**src/hdl/jrpw_pkg.sv**
```systemverilog
// Shared types, constants and the elaboration-time coefficient table builder
// for the parallel-beam ray pixel weight pipeline. Depends on nothing.
`timescale 1ns / 1ps

package jrpw_pkg;

	// Field widths of the item and result ports
	localparam int ANGLE_W = 8;
	localparam int DETECTOR_W = 10;
	localparam int STEP_W = 9;
	localparam int INDEX_W = 18;
	localparam int WEIGHT_W = 17;

	// Configuration register widths and reset values
	localparam int IMAGE_SIZE_W = 10;
	localparam int DET_COUNT_W = 11;
	localparam int SPACING_W = 24;
	localparam int CFG_INDEX_W = 2;
	localparam int CFG_DATA_W = 24;
	localparam logic [IMAGE_SIZE_W-1:0] IMAGE_SIZE_RESET = 10'd256;
	localparam logic [DET_COUNT_W-1:0] DET_COUNT_RESET = 11'd256;
	localparam logic [SPACING_W-1:0] SPACING_RESET = 24'd65536;

	// Parameter defaults
	localparam int ANGLE_COUNT_DEF = 256;
	localparam int MAX_IMAGE_SIZE_DEF = 512;
	localparam int MAX_DETECTORS_DEF = 1024;
	localparam int FRACTION_BITS_DEF = 16;

	// Internal datapath widths
	localparam int ANGLE_DEPTH = 1 << ANGLE_W;
	localparam int COEF_W = 31;
	localparam int RAY_W = 54;
	localparam int FRAC_W = 32;
	localparam int FL_W = RAY_W - FRAC_W;

	localparam logic [63:0] PI_Q60 = 64'h3243F6A8885A308D;
	localparam logic [63:0] ONE_Q60 = 64'h1000000000000000;

	typedef enum logic [CFG_INDEX_W-1:0] {
		REG_IMAGE_SIZE = 2'd0,
		REG_DETECTOR_COUNT = 2'd1,
		REG_DETECTOR_SPACING = 2'd2
	} reg_index_t;

	typedef struct packed {
		logic [ANGLE_W-1:0] angle_index;
		logic [DETECTOR_W-1:0] detector_index;
		logic [STEP_W-1:0] step_index;
	} request_t;

	typedef struct packed {
		logic [INDEX_W-1:0] row_index;
		logic [INDEX_W-1:0] first_column;
		logic [WEIGHT_W-1:0] first_weight;
		logic first_valid;
		logic [INDEX_W-1:0] second_column;
		logic [WEIGHT_W-1:0] second_weight;
		logic second_valid;
	} result_t;

	// Clamped configuration as the datapath sees it
	typedef struct packed {
		logic [IMAGE_SIZE_W-1:0] nx;
		logic [DET_COUNT_W-1:0] nr;
		logic [SPACING_W-1:0] spacing;
	} cfg_t;

	// Per-angle coefficients: tan/cot and 1/|cos| or 1/|sin| in Q30
	typedef struct packed {
		logic angle_ok;
		logic flip;
		logic xdrv;
		logic [COEF_W-1:0] k;
		logic [COEF_W-1:0] m;
	} coef_t;

	typedef coef_t [ANGLE_DEPTH-1:0] coef_table_t;

	// Ray position handed from the geometry pipe to the weight stage
	typedef struct packed {
		logic valid;
		logic [INDEX_W-1:0] row;
		logic [STEP_W-1:0] step;
		logic [COEF_W-1:0] m;
		logic xdrv;
		logic angle_ok;
		logic [FL_W-1:0] fl;
		logic [FRAC_W-1:0] frac;
	} ray_t;

	// Restoring division, elaboration use only
	function automatic logic [63:0] udiv64(input logic [63:0] num, input logic [63:0] den);
		logic [64:0] rem;
		logic [63:0] quo;
		rem = '0;
		quo = '0;
		for (int i = 63; i >= 0; i--) begin
			rem = {rem[63:0], num[i]};
			if (rem >= {1'b0, den}) begin
				rem = rem - {1'b0, den};
				quo[i] = 1'b1;
			end
		end
		return quo;
	endfunction

	function automatic logic [63:0] umod64(input logic [63:0] num, input logic [63:0] den);
		return num - udiv64(num, den) * den;
	endfunction

	// floor(a*b / 2^s), low 64 bits
	function automatic logic [63:0] mul_shr(input logic [63:0] a, input logic [63:0] b,
			input int unsigned s);
		logic [127:0] prod;
		prod = {64'd0, a} * {64'd0, b};
		prod = prod >> s;
		return prod[63:0];
	endfunction

	// Taylor sin and cos of pi*num/den in Q60, returned as {sin, cos}
	function automatic logic [127:0] sin_cos_q60(input logic [63:0] num, input logic [63:0] den);
		logic [63:0] phi, p2, ts, tc, s, c;
		phi = udiv64(PI_Q60, den) * num + udiv64(umod64(PI_Q60, den) * num, den);
		p2 = mul_shr(phi, phi, 60);
		ts = phi;
		tc = ONE_Q60;
		s = '0;
		c = '0;
		for (int k = 1; k <= 12; k++) begin
			if ((k & 1) != 0) begin
				s = s + ts;
				c = c + tc;
			end else begin
				s = s - ts;
				c = c - tc;
			end
			ts = udiv64(mul_shr(ts, p2, 60), 64'((2 * k) * (2 * k + 1)));
			tc = udiv64(mul_shr(tc, p2, 60), 64'((2 * k - 1) * (2 * k)));
		end
		return {s, c};
	endfunction

	// Build the per-angle coefficient table for a given angle count
	function automatic coef_table_t build_coef_table(input int unsigned angle_count);
		coef_table_t tbl;
		logic [63:0] d, a, np, s30, c30;
		logic [127:0] sc;
		logic flip, xdrv;
		tbl = '0;
		d = 64'(angle_count);
		for (int i = 0; i < ANGLE_DEPTH; i++) begin
			a = 64'(i);
			if (a < d) begin
				flip = (2 * a) > d;
				np = flip ? d - a : a;
				xdrv = (4 * np) < d;
				sc = xdrv ? sin_cos_q60(np, d) : sin_cos_q60(d - 2 * np, 2 * d);
				s30 = (sc[127:64] + (64'd1 << 29)) >> 30;
				c30 = (sc[63:0] + (64'd1 << 29)) >> 30;
				if (c30 == 64'd0)
					c30 = 64'd1;
				tbl[ANGLE_W'(i)].angle_ok = 1'b1;
				tbl[ANGLE_W'(i)].flip = flip;
				tbl[ANGLE_W'(i)].xdrv = xdrv;
				tbl[ANGLE_W'(i)].k = COEF_W'(udiv64((s30 << 30) + (c30 >> 1), c30));
				tbl[ANGLE_W'(i)].m = COEF_W'(udiv64(ONE_Q60 + (c30 >> 1), c30));
			end
		end
		return tbl;
	endfunction

endpackage

```
**src/hdl/jrpw_cfg_regs.sv**
```systemverilog
// Configuration register file with clamping of image size and detector count.
// Depends on jrpw_pkg.
`timescale 1ns / 1ps

module jrpw_cfg_regs #(
	parameter int MAX_IMAGE_SIZE = jrpw_pkg::MAX_IMAGE_SIZE_DEF,
	parameter int MAX_DETECTORS = jrpw_pkg::MAX_DETECTORS_DEF
) (
	input logic clk,
	input logic arst_n,
	input logic cfg_write,
	input logic [jrpw_pkg::CFG_INDEX_W-1:0] cfg_index,
	input logic [jrpw_pkg::CFG_DATA_W-1:0] cfg_data,
	output jrpw_pkg::cfg_t cfg
);

	localparam int NX_FULL = (1 << jrpw_pkg::IMAGE_SIZE_W) - 1;
	localparam int NR_FULL = (1 << jrpw_pkg::DET_COUNT_W) - 1;
	localparam logic [jrpw_pkg::IMAGE_SIZE_W-1:0] NX_CAP =
		jrpw_pkg::IMAGE_SIZE_W'((MAX_IMAGE_SIZE > NX_FULL) ? NX_FULL : MAX_IMAGE_SIZE);
	localparam logic [jrpw_pkg::DET_COUNT_W-1:0] NR_CAP =
		jrpw_pkg::DET_COUNT_W'((MAX_DETECTORS > NR_FULL) ? NR_FULL : MAX_DETECTORS);

	logic [jrpw_pkg::IMAGE_SIZE_W-1:0] image_size_q;
	logic [jrpw_pkg::DET_COUNT_W-1:0] detector_count_q;
	logic [jrpw_pkg::SPACING_W-1:0] detector_spacing_q;

	// Decode register writes
	always_ff @(posedge clk or negedge arst_n) begin
		if (!arst_n) begin
			image_size_q <= jrpw_pkg::IMAGE_SIZE_RESET;
			detector_count_q <= jrpw_pkg::DET_COUNT_RESET;
			detector_spacing_q <= jrpw_pkg::SPACING_RESET;
		end else if (cfg_write) begin
			unique case (cfg_index)
				jrpw_pkg::REG_IMAGE_SIZE: begin
					image_size_q <= cfg_data[jrpw_pkg::IMAGE_SIZE_W-1:0];
				end
				jrpw_pkg::REG_DETECTOR_COUNT: begin
					detector_count_q <= cfg_data[jrpw_pkg::DET_COUNT_W-1:0];
				end
				jrpw_pkg::REG_DETECTOR_SPACING: begin
					detector_spacing_q <= cfg_data[jrpw_pkg::SPACING_W-1:0];
				end
				default: begin
				end
			endcase
		end
	end

	// Clamp to the supported maxima
	always_comb begin
		cfg.nx = (image_size_q > NX_CAP) ? NX_CAP : image_size_q;
		cfg.nr = (detector_count_q > NR_CAP) ? NR_CAP : detector_count_q;
		cfg.spacing = detector_spacing_q;
	end

endmodule

```
**config.mk**
```make
export PLATFORM = sky130hd
export DESIGN_NAME = jrpw_cfg_regs
export DESIGN_NICKNAME = d
export VERILOG_FILES = /design/src/hdl/jrpw_pkg.sv /design/src/hdl/jrpw_cfg_regs.sv
export SDC_FILE = /design/constraint.sdc
export NUM_CORES = 1
export LEC_CHECK = 0
export ABC_AREA = 1
export BUFFER_PORTS_ARGS = -buffer_cell sky130_fd_sc_hd__buf_2
export CAP_MARGIN = 20
export CORE_AREA = 2 2 66 68
export CTS_BUF_LIST = sky130_fd_sc_hd__clkbuf_8 sky130_fd_sc_hd__clkbuf_16
export DETAILED_ROUTE_END_ITERATION = 8
export DIE_AREA = 0 0 68 70
export PLACE_DENSITY = 0.8
export SLEW_MARGIN = 10
export SYNTH_ARGS = -nofsm -noshare
export SYNTH_HDL_FRONTEND = slang
export SYNTH_SLANG_ARGS = --single-unit
```
**constraint.sdc**
```tcl
create_clock -name clk -period 3.02 [get_ports clk]
set_input_delay 0.302 -clock clk [delete_from_list [all_inputs] [get_ports clk]]
set_output_delay 0.302 -clock clk [all_outputs]
set_load 0.02 [all_outputs]
```
Word-level counts from Yosys, hierarchy flattened
Index checks and enable logic that the tools add are counted.
{ "word_totals": {"word_cells": 13, "output_inout_bits": 45, "inputBits": 29, "register_bits": 45} }
{ "op_classes": {"mux": 2, "reduce_logical": 4, "n_lt_le_gt_ge": 2, "n_eq_ne": 2} }
{ "ops": {"columns": ["operator", "n"], "rows": [
  ["11-bit > comparator, second input constant", 1],
  ["11-bit two-way mux", 1],
  ["10-bit > comparator, second input constant", 1],
  ["10-bit two-way mux", 1],
  ["2-bit AND reduction", 3],
  ["2-bit by 1-bit equality test with 1-bit output, second input constant", 1],
  ["2-bit equality test, second input constant", 1],
  ["2-bit logical NOT", 1]
]} }

Longest topological paths before layout
{ "logic_depth": {"depth_word": 2, "mapped_depth": 6, "mapped_depth_nobuf": 5} }

Worst setup path after synthesis
Ideal clock, no wire load.
{ "synth_timing": {"path_type": "register to output", "from": "register image_size_q[6] in the netlist's numbering", "to": "output cfg[41] in the netlist's numbering", "n_path_buf": 0, "path_stages_with_launch": 6, "setup_slack_ps": 1480, "arrival_time_ps": 1238, "required_time_ps": 2718, "cell_sequence": "dfrtp_1 nor2_1 nand2_1 nor2_1 nand2_1 a21boi_0"} }
{ "synth_rtl": {"columns": ["item", "line_no", "source"], "rows": [
  ["start, declared", "jrpw_cfg_regs.sv:24", "logic [jrpw_pkg::IMAGE_SIZE_W-1:0] image_size_q;"],
  ["start signal, assigned", "jrpw_cfg_regs.sv:31", "image_size_q <= jrpw_pkg::IMAGE_SIZE_RESET;"],
  ["start signal, assigned", "jrpw_cfg_regs.sv:37", "image_size_q <= cfg_data[jrpw_pkg::IMAGE_SIZE_W-1:0];"],
  ["end, declared", "jrpw_cfg_regs.sv:14", "output jrpw_pkg::cfg_t cfg"]
]} }

==> out/qor_table.md <==
| Step | Parameter | Value |
|:---|:---|:---|
| sta | RSZ-0062 raised after global routing | no |
| global route | Global Route Usage Sum | 18.5% |
| synth | Cell area after technology mapping | 0.00200 mm2 |
| synth | Post-synthesis register bit count | 45 |
| clock tree | Clock transition at the registers of the reported paths | 0.08 ns |
| layout | Number of cells in the finished layout apart from fillers | 351 |
| global route | Wire length of the first global-routing pass | 6.70 mm |
| detailed routing | Wire length after detailed routing | 4.00 mm |
| layout | Area grow syn2layout | 22.3% |
| synth | Library cells used by synthesis | 20 |
| clock tree | Hold-fix buffers, CTS | 0 |
| layout | Share of cells above drive strength 1 | 33.4% |
| pwr | Cell internal power dissipation | 1.06 mW |
| floorplan | Core Box Area | 0.00414 mm2 |
| global route | Number of antenna violations at the first check in global routing | 0 |
| clock tree | Setup repair bufs after CTS | 0 |
| pwr | P_leak | 1.39 nW |
| placement | Post-Place Cells | 343 |
| worst setup path | Worst EP arrival | 1.54 ns |
| detailed routing | Detail-routed net length per standard cell | 11.4 um |
| worst setup path | Launching element of the worst setup path | detector_count_q[8]$_DFFE_PN1P_ |
| synth | Post-synthesis area per instance | 8.67 um2 |
| sta | Hold Vio Cnt, Final | 0 |
| pwr | Net switching power | 545 uW |
| global route | Total congestion overflow after global routing | 0 |
| sta | WHS | 0.155 ns |
| floorplan | Vertical die dimension | 70 um |
| pwr | Sequential Power Share | 47.8% |
| sta | Share of the clock period used by the worst path | 61.0% |
| sta | Count of pins over their slew limit | 0 |
| pwr | Peak supply drop | 0.000349 V |
| layout | Diodes inserted | 0 |
| floorplan | Rows | 24 |
| placement | Setup slack after placement | 1.50 ns |
| sta | Tightest Pin Transition | 0.959 ns |
| pwr | Switching share of power | 34.0% |
| floorplan | Top Ports | 74 |
| clock tree | Number of gates resized after cts | 0 |
| layout | Number of nets in the layout | 327 |
| pwr | Clock share of power | 25.0% |
| clock tree | TritonCTS clock tree | built |
| worst setup path | Worst EP required | 2.72 ns |
| sta | Clock Skew | 0 ns |
| floorplan | Overall die width | 68 um |
| status | Result of the run | finished, final reports clean |
| clock tree | CTS H-tree depth | 2 |
| layout | Leading cell type in the layout, fill and taps excluded | buf_2 |
| detailed routing | Post-route ant nets | 0 |
| worst setup path | Reg2Reg Depth | 2 |
| detailed routing | First DRT Iteration DRCs | 41 |
| sta | Relative slew slack | 36.1% |
| sta | Clock period minus final worst setup slack | 1.84 ns |
| synth | Post-synthesis sequential area ratio | 56.4% |
| synth | Post-synthesis instance total | 231 |
| worst setup path | Max FO, Critical Path | 9 |
| pwr | Post-layout total power | 1.61 mW |
| sta | Final-layout setup total negative slack | 0 ns |
| synth | Number of warning messages in the yosys log | 0 |
| detailed routing | DR pass1 iterations | 4 |
| flow run | Max-cap violations | 0 |
| hold path | Worst min-delay path class | input pin to asynchronous set/reset pin |
| sta | Max Freq | 543 MHz |
| clock tree | Root buffer cell | clkbuf_8 |
| floorplan | Die area | 0.00476 mm2 |
| worst setup path | Kind of launch point of the worst setup path | flop |
| sta | Final count of negative-setup-slack endpoints | 0 |
| sta | Final critical-path setup slack | 1.18 ns |
| pwr | Power per Cell Area | 655 mW/mm2 |
| worst setup path | Path type of the worst setup path | flop to output port |
| pwr | Combinational share of power | 27.2% |
| placement | Detailed placement HPWL | 2.94 mm |
| detailed routing | Avg Vias per Cell | 4.69 |
| clock tree | Number of buffers inserted during clock tree synthesis | 5 |
| placement | Number of buffers inserted by port buffering | 73 |
| clock tree | Clock latency reported for the late side of the worst-skew pair | 0.29 ns |
| clock tree | Number of clock sinks seen by CTS | 45 |
| detailed routing | Via Count | 1645 |
| global route | Pin count of the biggest net entering global routing | 46 |
| worst setup path | Worst setup EP type | output port |
| synth | Post-synthesis net count | 260 |
| detailed routing | DR DRC count | 0 |
| layout | Commonest non-fill, non-tap cells in the layout | buf_2 (73), nand2_1 (64), dfrtp_1 (42), inv_1 (29) |
| worst setup path | Origin of the critical flop-to-flop path | image_size_q[9]$_DFFE_PN0P_ |
| clock tree | Clock Path Buffers | 2 |
| floorplan | Initial core utilization | 48.3% |
| global route | Number of global-route vias before repair | 1532 |
| placement | Final weighted congestion in routability-driven placement | 0.757 |
## metal layers
layer  wire, um  share of wire, %  vias up  GRT usage (%)
li1           -                 -      845              -
met3        264               6.6        5           5.80
met5          0                 0        -              0
met1       1820                45      741           26.2
met2       1870                47       54           27.4
met4         46               1.1        0           5.33
## power by group through the flow
stage          Clock [mW]  Sequential (mW)  Combinational, mW
2_1_floorplan           0            0.827              0.236
3_3_place_gp            0            0.773              0.434
3_5_place_dp            0            0.776              0.443
4_1_cts             0.409            0.766              0.443
5_1_grt             0.430            0.781              0.489
6_report            0.401            0.766              0.437
## registers in the layout, indices dropped and copies added (netlist names)
signal,flops
detector_count_q,11
detector_spacing_q,24
image_size_q,10
## path summary, 6_finish.rpt
path	end	slack [ns]
setup reg to reg	image_size_q[9]$_DFFE_PN0P_	2.22
hold reg to reg	detector_spacing_q[16]$_DFFE_PN1P_	0.46
setup / recovery	cfg[27]	1.18
min in group clk	detector_spacing_q[16]$_DFFE_PN1P_	0.21
max in group asynchronous	detector_spacing_q[9]$_DFFE_PN0P_	2.28
hold / removal	detector_spacing_q[3]$_DFFE_PN0P_	0.15
## critical path, cell delays in order (launching register included)
cell and delay [ns]:
dfstp_2 0.55, nor2_1 0.05, nand3_1 0.06, nor2_1 0.05, nor2_2 0.29, nor2_1 0.08
buf_2 0.17
## through the flow
| stage | utilization [%] | area, um2 |
|---|---|---|
| 2_1_floorplan | - | 2000 |
| 3_3_place_gp | 56.7 | 2350 |
| 3_5_place_dp | 56.7 | 2350 |
| 4_1_cts | 59.1 | 2450 |
| 5_1_grt | 59.1 | 2450 |
| 6_report | 59.1 | 2450 |
## logic make-up (layout without fill, tap and decap cells)
logic type	count (synthesis)	after routing	share of synthesized area [%]
and+or+nand+nor	103	103	21.4
DFF	45	45	56.4
buffers and inverters	43	111	9.87
AOI/OAI and AO/OA	40	40	12.3
## final cells by class
type | count | area (um2)
fill | 373 | 1690
sequential | 45 | 1130
multi-input combinational | 143 | 676
timing repair buffer | 73 | 365
inverter | 30 | 113
clock buffer | 7 | 96.3
tap | 52 | 65.1
clock inverter | 1 | 5.00
## Yosys cell counts
cell type | number | area share (%)
nand2_1 | 64 | 12
dfrtp_1 | 42 | 52
inv_1 | 29 | 5.4
nor2_1 | 20 | 3.7
o21ai_0 | 20 | 5.0
nand3_1 | 15 | 3.7
o21ai_2 | 11 | 4.8
a21oi_1 | 6 | 1.5
buf_2 | 5 | 1.2
buf_6 | 3 | 1.7
clkbuf_1 | 3 | 0.56
dfstp_2 | 3 | 3.9
a21boi_0 | 2 | 0.75
buf_4 | 2 | 0.75
inv_2 | 1 | 0.19
nand2_4 | 1 | 0.56
nand3_2 | 1 | 0.50
nor2_2 | 1 | 0.31
nor2_4 | 1 | 0.56
o21ai_1 | 1 | 0.25
Power figures use the tool's default switching activity.
