===== config.mk =====
export PLATFORM = sky130hd
export DESIGN_NAME = jrpw_weight_stage
export DESIGN_NICKNAME = d
export VERILOG_FILES = /design/src/hdl/jrpw_pkg.sv /design/src/hdl/jrpw_weight_stage.sv
export SDC_FILE = /design/constraint.sdc
export NUM_CORES = 2
export LEC_CHECK = 0
export BUFFER_PORTS_ARGS = -buffer_cell sky130_fd_sc_hd__buf_2
export CORE_MARGIN = 4
export CORE_UTILIZATION = 30
export CTS_CLUSTER_SIZE = 30
export DETAILED_ROUTE_END_ITERATION = 16
export PLACE_DENSITY = 0.5
export SETUP_SLACK_MARGIN = 0.1
export SLEW_MARGIN = 10
export SYNTH_ARGS = -nofsm -noshare
export SYNTH_HDL_FRONTEND = slang
export SYNTH_SLANG_ARGS = --single-unit

===== constraint.sdc =====
create_clock -name clk -period 9.02 [get_ports clk]
set_input_delay 1.353 -clock clk [delete_from_list [all_inputs] [get_ports clk]]
set_output_delay 1.353 -clock clk [all_outputs]
set_load 0.01 [all_outputs]

===== src/hdl/jrpw_pkg.sv =====
// Shared types, constants and the elaboration-time coefficient table builder
// for the parallel-beam ray pixel weight pipeline. Depends on nothing.
`timescale 1ns / 1ps

package jrpw_pkg;

	// Field widths of the item and result ports
	localparam int ANGLE_W = 8;
	localparam int DETECTOR_W = 10;
	localparam int STEP_W = 9;
	localparam int INDEX_W = 18;
	localparam int WEIGHT_W = 17;

	// Configuration register widths and reset values
	localparam int IMAGE_SIZE_W = 10;
	localparam int DET_COUNT_W = 11;
	localparam int SPACING_W = 24;
	localparam int CFG_INDEX_W = 2;
	localparam int CFG_DATA_W = 24;
	localparam logic [IMAGE_SIZE_W-1:0] IMAGE_SIZE_RESET = 10'd256;
	localparam logic [DET_COUNT_W-1:0] DET_COUNT_RESET = 11'd256;
	localparam logic [SPACING_W-1:0] SPACING_RESET = 24'd65536;

	// Parameter defaults
	localparam int ANGLE_COUNT_DEF = 256;
	localparam int MAX_IMAGE_SIZE_DEF = 512;
	localparam int MAX_DETECTORS_DEF = 1024;
	localparam int FRACTION_BITS_DEF = 16;

	// Internal datapath widths
	localparam int ANGLE_DEPTH = 1 << ANGLE_W;
	localparam int COEF_W = 31;
	localparam int RAY_W = 54;
	localparam int FRAC_W = 32;
	localparam int FL_W = RAY_W - FRAC_W;

	localparam logic [63:0] PI_Q60 = 64'h3243F6A8885A308D;
	localparam logic [63:0] ONE_Q60 = 64'h1000000000000000;

	typedef enum logic [CFG_INDEX_W-1:0] {
		REG_IMAGE_SIZE = 2'd0,
		REG_DETECTOR_COUNT = 2'd1,
		REG_DETECTOR_SPACING = 2'd2
	} reg_index_t;

	typedef struct packed {
		logic [ANGLE_W-1:0] angle_index;
		logic [DETECTOR_W-1:0] detector_index;
		logic [STEP_W-1:0] step_index;
	} request_t;

	typedef struct packed {
		logic [INDEX_W-1:0] row_index;
		logic [INDEX_W-1:0] first_column;
		logic [WEIGHT_W-1:0] first_weight;
		logic first_valid;
		logic [INDEX_W-1:0] second_column;
		logic [WEIGHT_W-1:0] second_weight;
		logic second_valid;
	} result_t;

	// Clamped configuration as the datapath sees it
	typedef struct packed {
		logic [IMAGE_SIZE_W-1:0] nx;
		logic [DET_COUNT_W-1:0] nr;
		logic [SPACING_W-1:0] spacing;
	} cfg_t;

	// Per-angle coefficients: tan/cot and 1/|cos| or 1/|sin| in Q30
	typedef struct packed {
		logic angle_ok;
		logic flip;
		logic xdrv;
		logic [COEF_W-1:0] k;
		logic [COEF_W-1:0] m;
	} coef_t;

	typedef coef_t [ANGLE_DEPTH-1:0] coef_table_t;

	// Ray position handed from the geometry pipe to the weight stage
	typedef struct packed {
		logic valid;
		logic [INDEX_W-1:0] row;
		logic [STEP_W-1:0] step;
		logic [COEF_W-1:0] m;
		logic xdrv;
		logic angle_ok;
		logic [FL_W-1:0] fl;
		logic [FRAC_W-1:0] frac;
	} ray_t;

	// Restoring division, elaboration use only
	function automatic logic [63:0] udiv64(input logic [63:0] num, input logic [63:0] den);
		logic [64:0] rem;
		logic [63:0] quo;
		rem = '0;
		quo = '0;
		for (int i = 63; i >= 0; i--) begin
			rem = {rem[63:0], num[i]};
			if (rem >= {1'b0, den}) begin
				rem = rem - {1'b0, den};
				quo[i] = 1'b1;
			end
		end
		return quo;
	endfunction

	function automatic logic [63:0] umod64(input logic [63:0] num, input logic [63:0] den);
		return num - udiv64(num, den) * den;
	endfunction

	// floor(a*b / 2^s), low 64 bits
	function automatic logic [63:0] mul_shr(input logic [63:0] a, input logic [63:0] b,
			input int unsigned s);
		logic [127:0] prod;
		prod = {64'd0, a} * {64'd0, b};
		prod = prod >> s;
		return prod[63:0];
	endfunction

	// Taylor sin and cos of pi*num/den in Q60, returned as {sin, cos}
	function automatic logic [127:0] sin_cos_q60(input logic [63:0] num, input logic [63:0] den);
		logic [63:0] phi, p2, ts, tc, s, c;
		phi = udiv64(PI_Q60, den) * num + udiv64(umod64(PI_Q60, den) * num, den);
		p2 = mul_shr(phi, phi, 60);
		ts = phi;
		tc = ONE_Q60;
		s = '0;
		c = '0;
		for (int k = 1; k <= 12; k++) begin
			if ((k & 1) != 0) begin
				s = s + ts;
				c = c + tc;
			end else begin
				s = s - ts;
				c = c - tc;
			end
			ts = udiv64(mul_shr(ts, p2, 60), 64'((2 * k) * (2 * k + 1)));
			tc = udiv64(mul_shr(tc, p2, 60), 64'((2 * k - 1) * (2 * k)));
		end
		return {s, c};
	endfunction

	// Build the per-angle coefficient table for a given angle count
	function automatic coef_table_t build_coef_table(input int unsigned angle_count);
		coef_table_t tbl;
		logic [63:0] d, a, np, s30, c30;
		logic [127:0] sc;
		logic flip, xdrv;
		tbl = '0;
		d = 64'(angle_count);
		for (int i = 0; i < ANGLE_DEPTH; i++) begin
			a = 64'(i);
			if (a < d) begin
				flip = (2 * a) > d;
				np = flip ? d - a : a;
				xdrv = (4 * np) < d;
				sc = xdrv ? sin_cos_q60(np, d) : sin_cos_q60(d - 2 * np, 2 * d);
				s30 = (sc[127:64] + (64'd1 << 29)) >> 30;
				c30 = (sc[63:0] + (64'd1 << 29)) >> 30;
				if (c30 == 64'd0)
					c30 = 64'd1;
				tbl[ANGLE_W'(i)].angle_ok = 1'b1;
				tbl[ANGLE_W'(i)].flip = flip;
				tbl[ANGLE_W'(i)].xdrv = xdrv;
				tbl[ANGLE_W'(i)].k = COEF_W'(udiv64((s30 << 30) + (c30 >> 1), c30));
				tbl[ANGLE_W'(i)].m = COEF_W'(udiv64(ONE_Q60 + (c30 >> 1), c30));
			end
		end
		return tbl;
	endfunction

endpackage


===== src/hdl/jrpw_weight_stage.sv =====
// Weight pipe, stages 5 and 6: interpolation weights, neighbor pixel indexes
// and image bounds, ending in the result register. Depends on jrpw_pkg.
`timescale 1ns / 1ps

module jrpw_weight_stage #(
	parameter int FRACTION_BITS = jrpw_pkg::FRACTION_BITS_DEF
) (
	input logic clk,
	input logic arst_n,
	input jrpw_pkg::ray_t ray,
	input jrpw_pkg::cfg_t cfg,
	output logic done,
	output jrpw_pkg::result_t result
);

	localparam int NXW = jrpw_pkg::IMAGE_SIZE_W;
	localparam int FLW = jrpw_pkg::FL_W;
	localparam int CW = jrpw_pkg::COEF_W;
	localparam int PW = jrpw_pkg::FRAC_W + CW;
	localparam int WSHIFT = 62 - FRACTION_BITS;
	localparam int COLW = 2 * NXW;

	// Stage 5: bounds, column base product, fraction times scale
	logic signed [FLW:0] lat1;
	logic step_in, in0, in1;
	logic [NXW:0] sel, add;
	logic [NXW-1:0] incr;

	// Keep the floor signed so a ray just below the image still puts its
	// upper neighbor on row or column zero
	always_comb begin
		lat1 = $signed({ray.fl[FLW-1], ray.fl}) + (FLW+1)'(1);
		step_in = {1'b0, ray.step} < cfg.nx;
		in0 = ray.angle_ok && step_in && !ray.fl[FLW-1]
			&& ($signed(ray.fl) < $signed(FLW'(cfg.nx)));
		in1 = ray.angle_ok && step_in && !lat1[FLW]
			&& (lat1 < $signed((FLW+1)'(cfg.nx)));
		sel = ray.xdrv ? ray.fl[NXW:0] : (NXW+1)'(ray.step);
		add = ray.xdrv ? (NXW+1)'(ray.step) : ray.fl[NXW:0];
		incr = ray.xdrv ? cfg.nx : NXW'(1);
	end

	logic valid_s5, valid_s6;
	logic [jrpw_pkg::INDEX_W-1:0] row_s5;
	logic [PW-1:0] prod_s5;
	logic [CW-1:0] m_s5;
	logic [COLW-1:0] base_s5;
	logic [NXW:0] add_s5;
	logic [NXW-1:0] incr_s5;
	logic in0_s5, in1_s5;
	jrpw_pkg::result_t result_s6;

	// Advance valid bits
	always_ff @(posedge clk or negedge arst_n) begin
		if (!arst_n) begin
			valid_s5 <= 1'b0;
			valid_s6 <= 1'b0;
		end else begin
			valid_s5 <= ray.valid;
			valid_s6 <= valid_s5;
		end
	end

	always_ff @(posedge clk) begin
		row_s5 <= ray.row;
		prod_s5 <= PW'(ray.frac) * PW'(ray.m);
		m_s5 <= ray.m;
		base_s5 <= COLW'($signed(sel)) * COLW'(cfg.nx);
		add_s5 <= add;
		incr_s5 <= incr;
		in0_s5 <= in0;
		in1_s5 <= in1;
	end

	// Stage 6: weights from the shared product, columns by offset
	logic [COLW-1:0] col0, col1;
	logic [PW-1:0] w0_full, w0_shift, w1_shift;

	always_comb begin
		col0 = base_s5 + COLW'($signed(add_s5));
		col1 = col0 + COLW'(incr_s5);
		w0_full = {m_s5, jrpw_pkg::FRAC_W'(0)} - prod_s5;
		w0_shift = w0_full >> WSHIFT;
		w1_shift = prod_s5 >> WSHIFT;
	end

	always_ff @(posedge clk) begin
		result_s6.row_index <= row_s5;
		result_s6.first_valid <= in0_s5;
		result_s6.first_column <= in0_s5 ? jrpw_pkg::INDEX_W'(col0) : '0;
		result_s6.first_weight <= in0_s5 ? w0_shift[jrpw_pkg::WEIGHT_W-1:0] : '0;
		result_s6.second_valid <= in1_s5;
		result_s6.second_column <= in1_s5 ? jrpw_pkg::INDEX_W'(col1) : '0;
		result_s6.second_weight <= in1_s5 ? w1_shift[jrpw_pkg::WEIGHT_W-1:0] : '0;
	end

	assign done = valid_s6;
	assign result = result_s6;

	// Neighbors along the crossing axis never share a pixel
	a_distinct_cols: assert property (@(posedge clk) disable iff (!arst_n)
		valid_s6 && result_s6.first_valid && result_s6.second_valid
		|-> result_s6.first_column != result_s6.second_column)
		else $error("neighbor pixels share one column");

endmodule


# After elaboration in Yosys (flattened, before gate mapping)
# Cells that the tools add are included.
[totals]
in_bits = 162
romBits = 0
reg_bits = 245
latch_bits = 0
mem_bits_rw = 0
output_inout_bits = 91
memories = 0
elab_cells = 36
[classes]
magnitude_cmp = 3
eq_ne = 0
n_addsub = 4
n_reduce_logical = 7
n_mux = 2
div_mod_pow = 0
mul = 2
bitwise = 0
n_shift = 0
[ops]
columns = ["operator", "n"]
rows = [
  ["32-bit by 31-bit multiplier with 63-bit output", 1],
  ["63-bit subtractor", 1],
  ["22-bit by 2-bit adder with 23-bit output, second input constant", 1],
  ["23-bit by 11-bit less-than comparator with 1-bit output", 1],
  ["22-bit by 11-bit less-than comparator with 1-bit output", 1],
  ["18-bit by 10-bit adder with 18-bit output", 1],
  ["18-bit adder", 1],
  ["11-bit by 11-bit multiplier with 18-bit output", 1],
  ["11-bit 2-to-1 mux", 1],
  ["9-bit by 10-bit less-than comparator with 1-bit output", 1],
  ["9-bit 2-to-1 mux", 1],
  ["1-bit logical AND", 5],
  ["1-bit logical NOT", 2],
]

# Depth between registers and ports, before layout
[depth]
depth_word = 4
depth_mapped = 29
depth_no_buf = 28

# Worst setup path before layout
# No wires, ideal clock.
[synth_path]
kind = "input to register"
start = "input port ray[13] in the netlist's numbering"
end = "register prod_s5[62]"
setup_ps = 125
setup_slack_ps = 741
path_stages = 27
arrival_time_ps = 8155
path_buffers = 1
required_time_ps = 8895
cell_sequence = "clkbuf_1 -> and2_1 -> fa_1 -> fa_1 -> fa_1 -> inv_1 -> fa_1 -> inv_1 -> fa_1 -> inv_1 -> fa_1 -> inv_1 -> fa_1 -> inv_1 -> fa_1 -> inv_1 -> ha_1 -> o21a_1 -> o211ai_1 -> a32oi_1 -> nor4bb_1 -> a211oi_1 -> nor3_1 -> o21ai_0 -> o31ai_1 -> a221oi_1 -> xnor2_1"
[synth_via]
elab_chain_cells = 1
[synth_lines]
columns = ["item", "line", "text"]
rows = [
  ["start: declaration", "jrpw_weight_stage.sv:10", "input jrpw_pkg::ray_t ray,"],
  ["32-bit by 31-bit multiplier with 63-bit output", "jrpw_weight_stage.sv:66", "prod_s5 <= PW'(ray.frac) * PW'(ray.m);"],
  ["end signal: assignment", "jrpw_weight_stage.sv:66", ""],
  ["end: declaration", "jrpw_weight_stage.sv:45", "logic [PW-1:0] prod_s5;"],
]
# Every way passes these cells.
# A chain may end at the register's enable or synchronous reset.

# Worst setup path in the final report
[layout_path]
start = "input port ray[64] in the netlist's numbering"
end = "register prod_s5[52]"
# Same word-level chain as after synthesis.

==> qor.txt <==
Post-synthesis sequential area ratio - 11.01%
Post-layout min period - 8.510 ns
Drt total wl - 121500 µm
Worst setup EP type - register
Crit Path Category - input port to register
Fmax - 0.1175 GHz
Initial antenna violation count - 22
Num CTS Buffers - 29
GRT Total Usage - 15.97%
Area contributors post-synth - fa_1, dfxtp_1, ha_1
Critical Path RT - 9.49 ns
Final setup viols - 0
Hold Crit Class - register to register
H-tree depth - 1
Placer Congestion - 0.8563
Critical path arrival - 8.98 ns
Worst-path fanout max - 13
Final hold violations - 0
Die footprint - 155000 µm²
Core ar. - 147800 µm²
DP Wirelength - 105400 µm
Nets@finish - 6513
Main flop type after synthesis - dfxtp_1
DR WL/cell - 17.41 µm
Clock slew at reported path FFs - 0.06 ns
Synth-to-Final Area Change - 11.85%
Cell mode on critical path - fa_1
Die Wd - 393.7 µm
Bufs and invs on worst path - 10
DR vias - 31880
Dominant cell type by area after synthesis - fa_1
Sink Count - 245
Outcome - finished clean
Max-Cap Viols - 0
Number of global-route vias before repair - 34910
CP delay by family, top - adder cells
Synth cell count leaders - inv_1, fa_1, and2_1
Slowest cell delay on critical path - 0.57 ns
Dpl ws - -0.4118 ns
Worst-Margin Slew - 0.8546 ns
Post-CTS setup buffers - 0
DRT iter0 DRCs - 1570
Mapped Cells - 4791
Antenna viol nets, final - 0
CP max stage cell - fa_1
RSZ-0062 raised after global routing - no
First-pass GRT wire length - 197700 µm
Drc violations - 0
Slew headroom - 42.68%
Max Root-Sink Buffers - 3
Root Driver - clkbuf_16
EDFF count, synth - 0
Max Slew Vio Count - 0
Port buffer count - 217
Most numerous cell in the Yosys netlist - inv_1
Global route total overflow - 0
Largest net degree at the start of global routing - 31
IO Count - 253
CTS tree - built
Yosys warnings - 0
Mean area per synthesized cell - 9.316 µm²
Post-synthesis net count - 6287
Die Span Y - 393.7 µm
Final Cycle Share - 94.35%
Unique masters post-synth - 70
#FFs+latches synth - 245
Initial core utilization - 30.19%
Clk_lat worst skew - 0.60 ns
Ys async rst share - 0.8163%
Setup Skew - 0.01767 ns
Site Rows - 141
Drt pass-1 iters - 5
Worst Setup Start Kind - input port
Drt via density - 4.569
Synth Cell Area - 44630 µm²
Post-synth top area share - 42.70%
Final WS setup - 0.5100 ns
Fraction of layout instances using a drive strength above 1 - 10.02%
==> final timing paths <==
| check | from | to | slack, ns | cells after the start |
|---|---|---|---|---|
| worst max-delay path | ray[64] | prod_s5[52] | 0.51 | 29 |
| worst max register to register | base_s5[0] | result[33] | 4.87 | 16 |
| min in group asynchronous | arst_n | valid_s5 | 0.54 | 1 |
| max in group asynchronous | arst_n | done | 8.38 | 1 |
| worst min register to register | row_s5[16] | result[88] | 0.33 | 0 |
| worst min-delay path | row_s5[16] | result[88] | 0.33 | 0 |
==> repair_timing <==
item                                    CTS  global route
endpoints found under the setup margin    0             7
hold buffers                              0             0
gates resized for setup                   0             4
==> sequential cells by signal (all words and copies together) (netlist names) <==
name,flops
incr_s5,10
done,1
add_s5,11
m_s5,31
valid_s5,1
result,90
base_s5,18
in1_s5,1
prod_s5,63
in0_s5,1
row_s5,18
==> stage by stage <==
step,util (%),hold WS (ns),instances,area (µm²),setup TNS [ns]
3_5_place_dp,33.07,0.3121,6916,48890,-1.568
2_1_floorplan,-,0.3096,4791,44630,0
6_report,33.77,0.3250,6978,49920,0
5_1_grt,33.76,0.3330,6974,49910,0
4_1_cts,33.74,0.3264,6968,49880,0
3_3_place_gp,33.07,0.3097,6916,48890,-1.731
==> routing by layer <==
metal | routed length [µm] | part of all wire (%) | vias to the layer above | track usage (%)
met2 | 60280 | 50 | 579 | 27.86
met1 | 54080 | 45 | 16410 | 21.56
li1 | - | - | 14780 | -
met3 | 5183 | 4.3 | 112 | 2.033
met5 | 60 | 0.049 | - | 0
met4 | 1874 | 1.5 | 8 | 2.545
==> logic make-up after synthesis <==
kind of cell | share of synthesized area, %
xor+xnor | 2.571
compound gates | 5.254
buf+inv | 10.21
simple gates | 16.89
mux | 0.6504
fa+ha+maj | 53.41
flops | 11.01
==> worst register-to-register path, delay by kind of cell, from the launching register on <==
kind | cells | cell delay [ns]
XOR/XNOR | 1 | 0.18
AND/OR/NAND/NOR | 3 | 0.35
flip-flops | 1 | 0.30
adder cells (fa/ha/maj) | 3 | 0.94
buffers and inverters | 1 | 0.17
AO/OA/AOI/OAI | 8 | 2.09
==> final cells by class <==
cell class / instances / area, µm²
clock inverters: 15 / 191.4
repair buffers: 425 / 2716
fillers: 15410 / 97920
flip-flops and latches: 245 / 4915
clock buffers: 37 / 795.8
well taps: 1930 / 2415
inverters: 984 / 3694
diodes: 10 / 25.02
multi-input cells: 3332 / 35170
==> cells in the final DEF (no fill, tap or decap), drive strengths merged, types with 4 or more instances in the layout <==
cell type	n
a211oi	18
a21boi	6
a21o	76
a21oi	103
a221oi	4
a31oi	9
and2	615
and3	19
and4	6
buf	424
clkbuf	38
clkinv	10
dfxtp	243
diode	10
fa	952
ha	382
inv	984
mux2	16
mux2i	11
nand2	545
nand2b	19
nand3	38
nand4	18
nor2	133
nor2b	17
nor3	23
nor3b	4
nor4	16
o2111ai	4
o21a	12
o21ai	69
o21bai	17
o311ai	4
o31ai	10
or2	6
or3	7
or4	7
xnor2	99
xor2	32
Power is not shown: default switching activity piles up to over one toggle a cycle in this logic, so the estimate is an artifact.
